$ cat src/sv/ptpsb_pkg.sv
package ptpsb_pkg;

    // Fixed widths of the request and result fields
    localparam int PW   = 18;   // point coordinate
    localparam int RW   = 17;   // range register
    localparam int OW   = 18;   // reported range
    localparam int BNW  = 10;   // bin number field

    // CORDIC datapath widths: 4 guard bits, sign, and growth headroom
    localparam int XW   = 25;
    localparam int ZW   = 34;
    localparam int AT_W = 30;

    // Shared multiplier operand widths
    localparam int MAW  = 33;
    localparam int MBW  = 30;
    localparam int MPW  = MAW + MBW;

    localparam logic [MBW-1:0]    GAIN_INV_Q30 = 30'd652032874;
    localparam logic [MPW:0]      RANGE_BIAS   = 64'h0000_0002_0000_0000;
    localparam logic signed [ZW-1:0] HALF_TURN = 34'sh0_8000_0000;
    localparam logic signed [ZW:0]   U_OFFSET  = 35'sh0_8000_0000;

    localparam logic [OW-1:0] EMPTY_EXTRA = 18'd1024;
    localparam logic [OW-1:0] EMPTY_RESET = 18'd103424;
    localparam logic [OW-1:0] RANGE_SAT   = 18'h3FFFF;

    localparam logic [RW-1:0] MIN_RANGE_RST = 17'd10;
    localparam logic [RW-1:0] MAX_RANGE_RST = 17'd102400;

    // Configuration register indexes
    localparam logic REG_MIN_RANGE = 1'b0;
    localparam logic REG_MAX_RANGE = 1'b1;

    // atan(2^-i), full circle = 2^32
    localparam logic [AT_W-1:0] ATAN_TAB [32] = '{
        30'd536870912, 30'd316933406, 30'd167458907, 30'd85004756,
        30'd42667331,  30'd21354465,  30'd10679838,  30'd5340245,
        30'd2670163,   30'd1335087,   30'd667544,    30'd333772,
        30'd166886,    30'd83443,     30'd41722,     30'd20861,
        30'd10430,     30'd5215,      30'd2608,      30'd1304,
        30'd652,       30'd326,       30'd163,       30'd81,
        30'd41,        30'd20,        30'd10,        30'd5,
        30'd3,         30'd1,         30'd1,         30'd0
    };

    typedef struct packed {
        logic load;
        logic advance;
    } cordic_ctrl_t;

    typedef struct packed {
        logic we;
        logic re;
    } mem_ctrl_t;

endpackage

$ cat src/sv/ptpsb_cordic.sv
module ptpsb_cordic
    import ptpsb_pkg::*;
#(
    parameter int CORDIC_STEPS = 18
)
(
    input  logic                  clk,
    input  logic                  rst_n,
    input  cordic_ctrl_t          ctrl,
    input  logic signed [PW-1:0]  point_x,
    input  logic signed [PW-1:0]  point_y,
    output logic signed [XW-1:0]  x_out,
    output logic signed [ZW-1:0]  z_out,
    output logic                  last
);

    localparam int SCW = $clog2(CORDIC_STEPS);

    logic signed [XW-1:0] x_reg, x_next;
    logic signed [XW-1:0] y_reg, y_next;
    logic signed [ZW-1:0] z_reg, z_next;
    logic [SCW-1:0]       step_reg, step_next;

    logic signed [XW-1:0] x0, y0, dx, dy;
    logic signed [ZW-1:0] atan_s;
    logic                 y_pos;

    assign x0 = $signed({{(XW-PW-4){point_x[PW-1]}}, point_x, 4'b0000});
    assign y0 = $signed({{(XW-PW-4){point_y[PW-1]}}, point_y, 4'b0000});

    // Floor shifts of the old coordinates
    assign dx     = y_reg >>> step_reg;
    assign dy     = x_reg >>> step_reg;
    assign atan_s = $signed({{(ZW-AT_W){1'b0}}, ATAN_TAB[5'(step_reg)]});
    assign y_pos  = !y_reg[XW-1] && (|y_reg);

    always_comb
    begin
        x_next    = x_reg;
        y_next    = y_reg;
        z_next    = z_reg;
        step_next = step_reg;
        if (ctrl.load)
        begin
            step_next = '0;
            if (point_x[PW-1])
            begin
                // Fold the left half plane onto the right one
                x_next = -x0;
                y_next = -y0;
                z_next = point_y[PW-1] ? -HALF_TURN : HALF_TURN;
            end
            else
            begin
                x_next = x0;
                y_next = y0;
                z_next = '0;
            end
        end
        else if (ctrl.advance)
        begin
            step_next = step_reg + 1'b1;
            if (y_pos)
            begin
                x_next = x_reg + dx;
                y_next = y_reg - dy;
                z_next = z_reg + atan_s;
            end
            else
            begin
                x_next = x_reg - dx;
                y_next = y_reg + dy;
                z_next = z_reg - atan_s;
            end
        end
    end

    always_ff @(posedge clk or negedge rst_n)
    begin
        if (!rst_n)
        begin
            step_reg <= '0;
        end
        else
        begin
            step_reg <= step_next;
        end
    end

    always_ff @(posedge clk)
    begin
        x_reg <= x_next;
        y_reg <= y_next;
        z_reg <= z_next;
    end

    assign x_out = x_reg;
    assign z_out = z_reg;
    assign last  = (step_reg == SCW'(CORDIC_STEPS - 1));

endmodule

$ cat config.mk
export PLATFORM = sky130hd
export DESIGN_NAME = ptpsb_cordic
export DESIGN_NICKNAME = d
export VERILOG_FILES = /design/src/sv/ptpsb_pkg.sv /design/src/sv/ptpsb_cordic.sv
export SDC_FILE = /design/constraint.sdc
export NUM_CORES = 1
export LEC_CHECK = 0
export BUFFER_PORTS_ARGS = -buffer_cell sky130_fd_sc_hd__buf_2
export CAP_MARGIN = 0
export CORE_ASPECT_RATIO = 0.5
export CORE_MARGIN = 2
export CORE_UTILIZATION = 45
export CTS_CLUSTER_SIZE = 12
export DETAILED_ROUTE_END_ITERATION = 8
export GPL_TIMING_DRIVEN = 0
export PLACE_DENSITY_LB_ADDON = 0.05
export SLEW_MARGIN = 25
export SYNTH_ARGS = -nofsm -noshare
export SYNTH_HDL_FRONTEND = slang
export SYNTH_SLANG_ARGS = --single-unit
$ cat constraint.sdc
create_clock -name clk -period 5.5 [get_ports clk]
set_input_delay 0.55 -clock clk [delete_from_list [all_inputs] [get_ports clk]]
set_output_delay 0.55 -clock clk [all_outputs]
set_load 0.05 [all_outputs]
==> flow_summary.html <==
<table>
<tr><th>Metric</th><th>Value</th></tr>
<tr><th colspan="2">Route</th></tr>
<tr><td>Aggregate routed wire length</td><td>60080 um</td></tr>
<tr><td>Detailed route wirelength on metal2</td><td>24220 um</td></tr>
<tr><td>Wire per inst</td><td>27.49 um</td></tr>
<tr><td>Total number of vias</td><td>14590</td></tr>
<tr><td>Drc violations</td><td>0</td></tr>
<tr><td>Highest metal layer with signal wires</td><td>met5</td></tr>
<tr><td>Met1 wire length</td><td>26030 um</td></tr>
<tr><td>Detailed Route Iter0 Violations</td><td>1776</td></tr>
<tr><td>Remaining antenna violation count after routing</td><td>0</td></tr>
<tr><td>Vias per cell</td><td>6.676</td></tr>
<tr><td>Met3 Wirelength</td><td>7549 um</td></tr>
<tr><td>Number of optimization iterations in the first detailed-route pass</td><td>8</td></tr>
<tr><th colspan="2">Place</th></tr>
<tr><td>Port Buffer Count</td><td>96</td></tr>
<tr><td>Final estimated routing congestion in global placement</td><td>1.044</td></tr>
<tr><td>Estimated wirelength of the detail-placed design</td><td>45160 um</td></tr>
<tr><td>Placed cell count</td><td>2076</td></tr>
<tr><td>Post-placement worst setup slack</td><td>-1.483 ns</td></tr>
<tr><th colspan="2">Timing</th></tr>
<tr><td>Final setup violation count</td><td>11</td></tr>
<tr><td>Worst slew pin tran</td><td>1.043 ns</td></tr>
<tr><td>Setup repair after global routing missed its margin</td><td>true</td></tr>
<tr><td>Total negative slack for setup checks</td><td>-0.8767 ns</td></tr>
<tr><td>Final worst path period need</td><td>5.672 ns</td></tr>
<tr><td>Hold Violations, Final</td><td>0</td></tr>
<tr><td>Ratio of final minimum period to clock period</td><td>103.1%</td></tr>
<tr><td>Total count of max-transition violations in the final report</td><td>0</td></tr>
<tr><td>Crit path setup slack, layout</td><td>-0.1720 ns</td></tr>
<tr><td>Relative slew slack</td><td>30.48%</td></tr>
<tr><td>Setup skew after layout</td><td>0.01042 ns</td></tr>
<tr><td>Maximum achievable frequency</td><td>176.3 MHz</td></tr>
<tr><th colspan="2">Synthesis</th></tr>
<tr><td>Average footprint of a synthesized cell</td><td>8.552 um2</td></tr>
<tr><td>Cell variety after synth</td><td>104</td></tr>
<tr><td>Sequential share of the synthesized area</td><td>19.50%</td></tr>
<tr><td>Post-synth top flop</td><td>sky130_fd_sc_hd__edfxtp_1</td></tr>
<tr><td>Number of enable-type register cells in the synthesized netlist</td><td>84</td></tr>
<tr><td>Number of warnings issued by yosys</td><td>0</td></tr>
<tr><td>Gate count of the mapped netlist</td><td>1588</td></tr>
<tr><td>Register bit total from synthesis</td><td>89</td></tr>
<tr><td>Post-Syn Area</td><td>0.01358 mm2</td></tr>
<tr><td>Post-synthesis net count</td><td>1726</td></tr>
<tr><td>Post-synthesis async set-or-reset flop share</td><td>5.618%</td></tr>
<tr><th colspan="2">CTS</th></tr>
<tr><td>Clock buffer count from CTS</td><td>9</td></tr>
<tr><td>Max H-tree Level</td><td>3</td></tr>
<tr><td>Clock insertion delay at the later pin of the skew report</td><td>0.39 ns</td></tr>
<tr><td>Buffer cell driving the clock tree root</td><td>sky130_fd_sc_hd__clkbuf_16</td></tr>
<tr><td>Clock tree from TritonCTS</td><td>built</td></tr>
<tr><td>Clk sink count</td><td>89</td></tr>
<tr><td>Clock transition time at the flip-flop clock pins of the worst setup and hold paths</td><td>0.07 ns</td></tr>
<tr><td>Bufs on Longest Clock Path</td><td>2</td></tr>
<tr><th colspan="2">Floorplanning</th></tr>
<tr><td>Top-Level Pins</td><td>100</td></tr>
<tr><td>Site Rows</td><td>44</td></tr>
<tr><td>Overall die height</td><td>126.8 um</td></tr>
<tr><td>Die X</td><td>249.7 um</td></tr>
<tr><td>Initial standard-cell utilization of the core</td><td>46.28%</td></tr>
<tr><td>Die area</td><td>0.03167 mm2</td></tr>
<tr><td>Std-Cell Core Area</td><td>0.02934 mm2</td></tr>
<tr><th colspan="2">Cells and area</th></tr>
<tr><td>Final core occ</td><td>57.30%</td></tr>
<tr><td>Area growth from synthesis to final layout</td><td>23.81%</td></tr>
<tr><td>Top library cells by usage in the layout, fill and taps aside</td><td>sky130_fd_sc_hd__nor2_1, sky130_fd_sc_hd__nand2_1, sky130_fd_sc_hd__buf_2</td></tr>
<tr><td>Post-Layout Cell Count</td><td>2186</td></tr>
<tr><td>Flip-flop count of the largest register, all copies and words added</td><td>34</td></tr>
<tr><td>Most frequent standard cell in the layout excluding fill and tap cells</td><td>sky130_fd_sc_hd__nor2_1</td></tr>
<tr><td>Net count reported at finish</td><td>1927</td></tr>
<tr><td>Layout cells sized above 1</td><td>29.26%</td></tr>
<tr><th colspan="2">Critical path</th></tr>
<tr><td>Setup CP Type</td><td>flip-flop to flip-flop</td></tr>
<tr><td>Worst endpoint data arrival time</td><td>5.82 ns</td></tr>
<tr><td>Critical Path End Type</td><td>flip-flop</td></tr>
<tr><td>Critical Path RT</td><td>5.65 ns</td></tr>
<tr><td>Critical path launch point type</td><td>flip-flop</td></tr>
<tr><td>Crit-path max FO</td><td>10</td></tr>
<tr><th colspan="2">Flow run</th></tr>
<tr><td>Number of max-capacitance violations reported</td><td>0</td></tr>
<tr><th colspan="2">Run status</th></tr>
<tr><td>Failing checks</td><td>setup timing</td></tr>
<tr><td>Outcome</td><td>finished with violations</td></tr>
<tr><th colspan="2">GRT</th></tr>
<tr><td>Largest net degree at the start of global routing</td><td>47</td></tr>
<tr><td>Total global routing track utilization</td><td>37.13%</td></tr>
<tr><td>Vias in the first global route</td><td>13690</td></tr>
<tr><td>Number of antenna violations at the first check in global routing</td><td>1</td></tr>
<tr><td>Total congestion overflow</td><td>0</td></tr>
<tr><td>First-pass GRT wire length</td><td>87540 um</td></tr>
<tr><th colspan="2">Worst hold path</th></tr>
<tr><td>Worst hold-check path type</td><td>input pin to asynchronous set/reset pin</td></tr>
</table>
==> area by class of cell <==
class,count,area (um2)
inverters,41,171.4
well taps,391,489.2
flip-flops and latches,89,2650
repair buffers,191,1252
diodes,1,2.502
fillers,2671,12530
plain buffers,89,669.4
clock inverters,5,102.6
multi-input cells,1368,11240
clock buffers,11,232.7
==> final timing paths <==
path	start	to	depth (start not counted)	slack, ns
worst max-delay path	step_reg[4]	y_reg[24]	17	-0.17
max in group asynchronous	rst_n	step_reg[0]	2	4.84
worst max register to register	step_reg[4]	y_reg[24]	17	-0.17
min in group clk	point_y[0]	y_reg[4]	3	0.52
worst min-delay path	rst_n	step_reg[4]	2	0.51
worst min register to register	step_reg[2]	step_reg[2]	2	0.69
==> worst max-delay path, stage by stage (launching register included) <==
cell and delay [ns]:
sky130_fd_sc_hd__dfrtp_1 0.48, sky130_fd_sc_hd__inv_2 0.22, sky130_fd_sc_hd__nand2_1 0.57, sky130_fd_sc_hd__clkbuf_2 0.43, sky130_fd_sc_hd__clkbuf_1 0.76, sky130_fd_sc_hd__o21ai_0 0.43, sky130_fd_sc_hd__xnor2_2 0.37, sky130_fd_sc_hd__ha_4 0.27
sky130_fd_sc_hd__nand3_2 0.09, sky130_fd_sc_hd__nor2_1 0.06, sky130_fd_sc_hd__a221o_1 0.30, sky130_fd_sc_hd__a41o_1 0.24, sky130_fd_sc_hd__a221o_1 0.32, sky130_fd_sc_hd__a31oi_2 0.25, sky130_fd_sc_hd__a2bb2oi_2 0.22, sky130_fd_sc_hd__a21oi_2 0.09
sky130_fd_sc_hd__xnor2_1 0.14, sky130_fd_sc_hd__o21a_1 0.17
==> stage by stage <==
| stage | instance area (um2) | hold WS [ns] |
|---|---|---|
| 4_1_cts | 16000 | 0.5142 |
| 5_1_grt | 16810 | 0.5231 |
| 6_report | 16810 | 0.5140 |
| 2_1_floorplan | 13630 | 0.2544 |
| 3_5_place_dp | 14640 | 0.3721 |
| 3_3_place_gp | 14600 | 0.3671 |
==> repair_timing <==
action                     4_1_cts  5_1_grt
buffers inserted                58       36
hold endpoints to repair         5        0
gates resized for setup        144      125
hold buffers                     1        0
pin swaps                       54       75
setup endpoints to repair       46       38
cloned                           0        0
==> synthesized netlist by cell type (11+ instances only) <==
master / instances / area share [%]
sky130_fd_sc_hd__a211oi_1: 18 / 1.0
sky130_fd_sc_hd__a21o_1: 40 / 2.2
sky130_fd_sc_hd__a21oi_1: 120 / 4.4
sky130_fd_sc_hd__a31oi_1: 25 / 1.2
sky130_fd_sc_hd__and2_1: 11 / 0.51
sky130_fd_sc_hd__buf_2: 22 / 0.81
sky130_fd_sc_hd__clkbuf_1: 43 / 1.2
sky130_fd_sc_hd__edfxtp_1: 84 / 19
sky130_fd_sc_hd__ha_1: 95 / 8.8
sky130_fd_sc_hd__inv_1: 35 / 0.97
sky130_fd_sc_hd__mux2i_1: 52 / 3.8
sky130_fd_sc_hd__mux4_2: 55 / 9.1
sky130_fd_sc_hd__nand2_1: 134 / 3.7
sky130_fd_sc_hd__nand2b_1: 23 / 1.1
sky130_fd_sc_hd__nand3_1: 27 / 1.0
sky130_fd_sc_hd__nand4_1: 11 / 0.51
sky130_fd_sc_hd__nor2_1: 160 / 4.4
sky130_fd_sc_hd__nor2b_1: 24 / 1.1
sky130_fd_sc_hd__nor3_1: 28 / 1.0
sky130_fd_sc_hd__nor4_1: 11 / 0.51
sky130_fd_sc_hd__o211ai_1: 12 / 0.66
sky130_fd_sc_hd__o21a_1: 16 / 0.88
sky130_fd_sc_hd__o21ai_0: 103 / 3.8
sky130_fd_sc_hd__o21bai_1: 12 / 0.66
sky130_fd_sc_hd__o31ai_1: 15 / 0.83
sky130_fd_sc_hd__or2_2: 16 / 0.74
sky130_fd_sc_hd__or3_1: 16 / 0.74
sky130_fd_sc_hd__xnor2_1: 100 / 6.4
sky130_fd_sc_hd__xor2_1: 71 / 4.6
==> per-layer routing <==
metal | vias to the layer above | global-route usage, %
met3 | 168 | 12.95
met1 | 7068 | 52.35
met2 | 981 | 52.56
li1 | 6373 | -
met4 | 4 | 12.30
met5 | - | 0
==> logic make-up after synthesis <==
kind of cell | count (synthesis) | synth area share, %
and+or+nand+nor | 507 | 18.27
AOI/OAI and AO/OA | 468 | 22.91
xor gates and xnor gates | 171 | 11.03
buffers and inverters | 131 | 4.579
muxes | 124 | 14.52
adders and majority gates | 98 | 9.195
DFF | 89 | 19.50
Power is not shown: default switching activity piles up to over one toggle a cycle in this logic, so the estimate is an artifact.
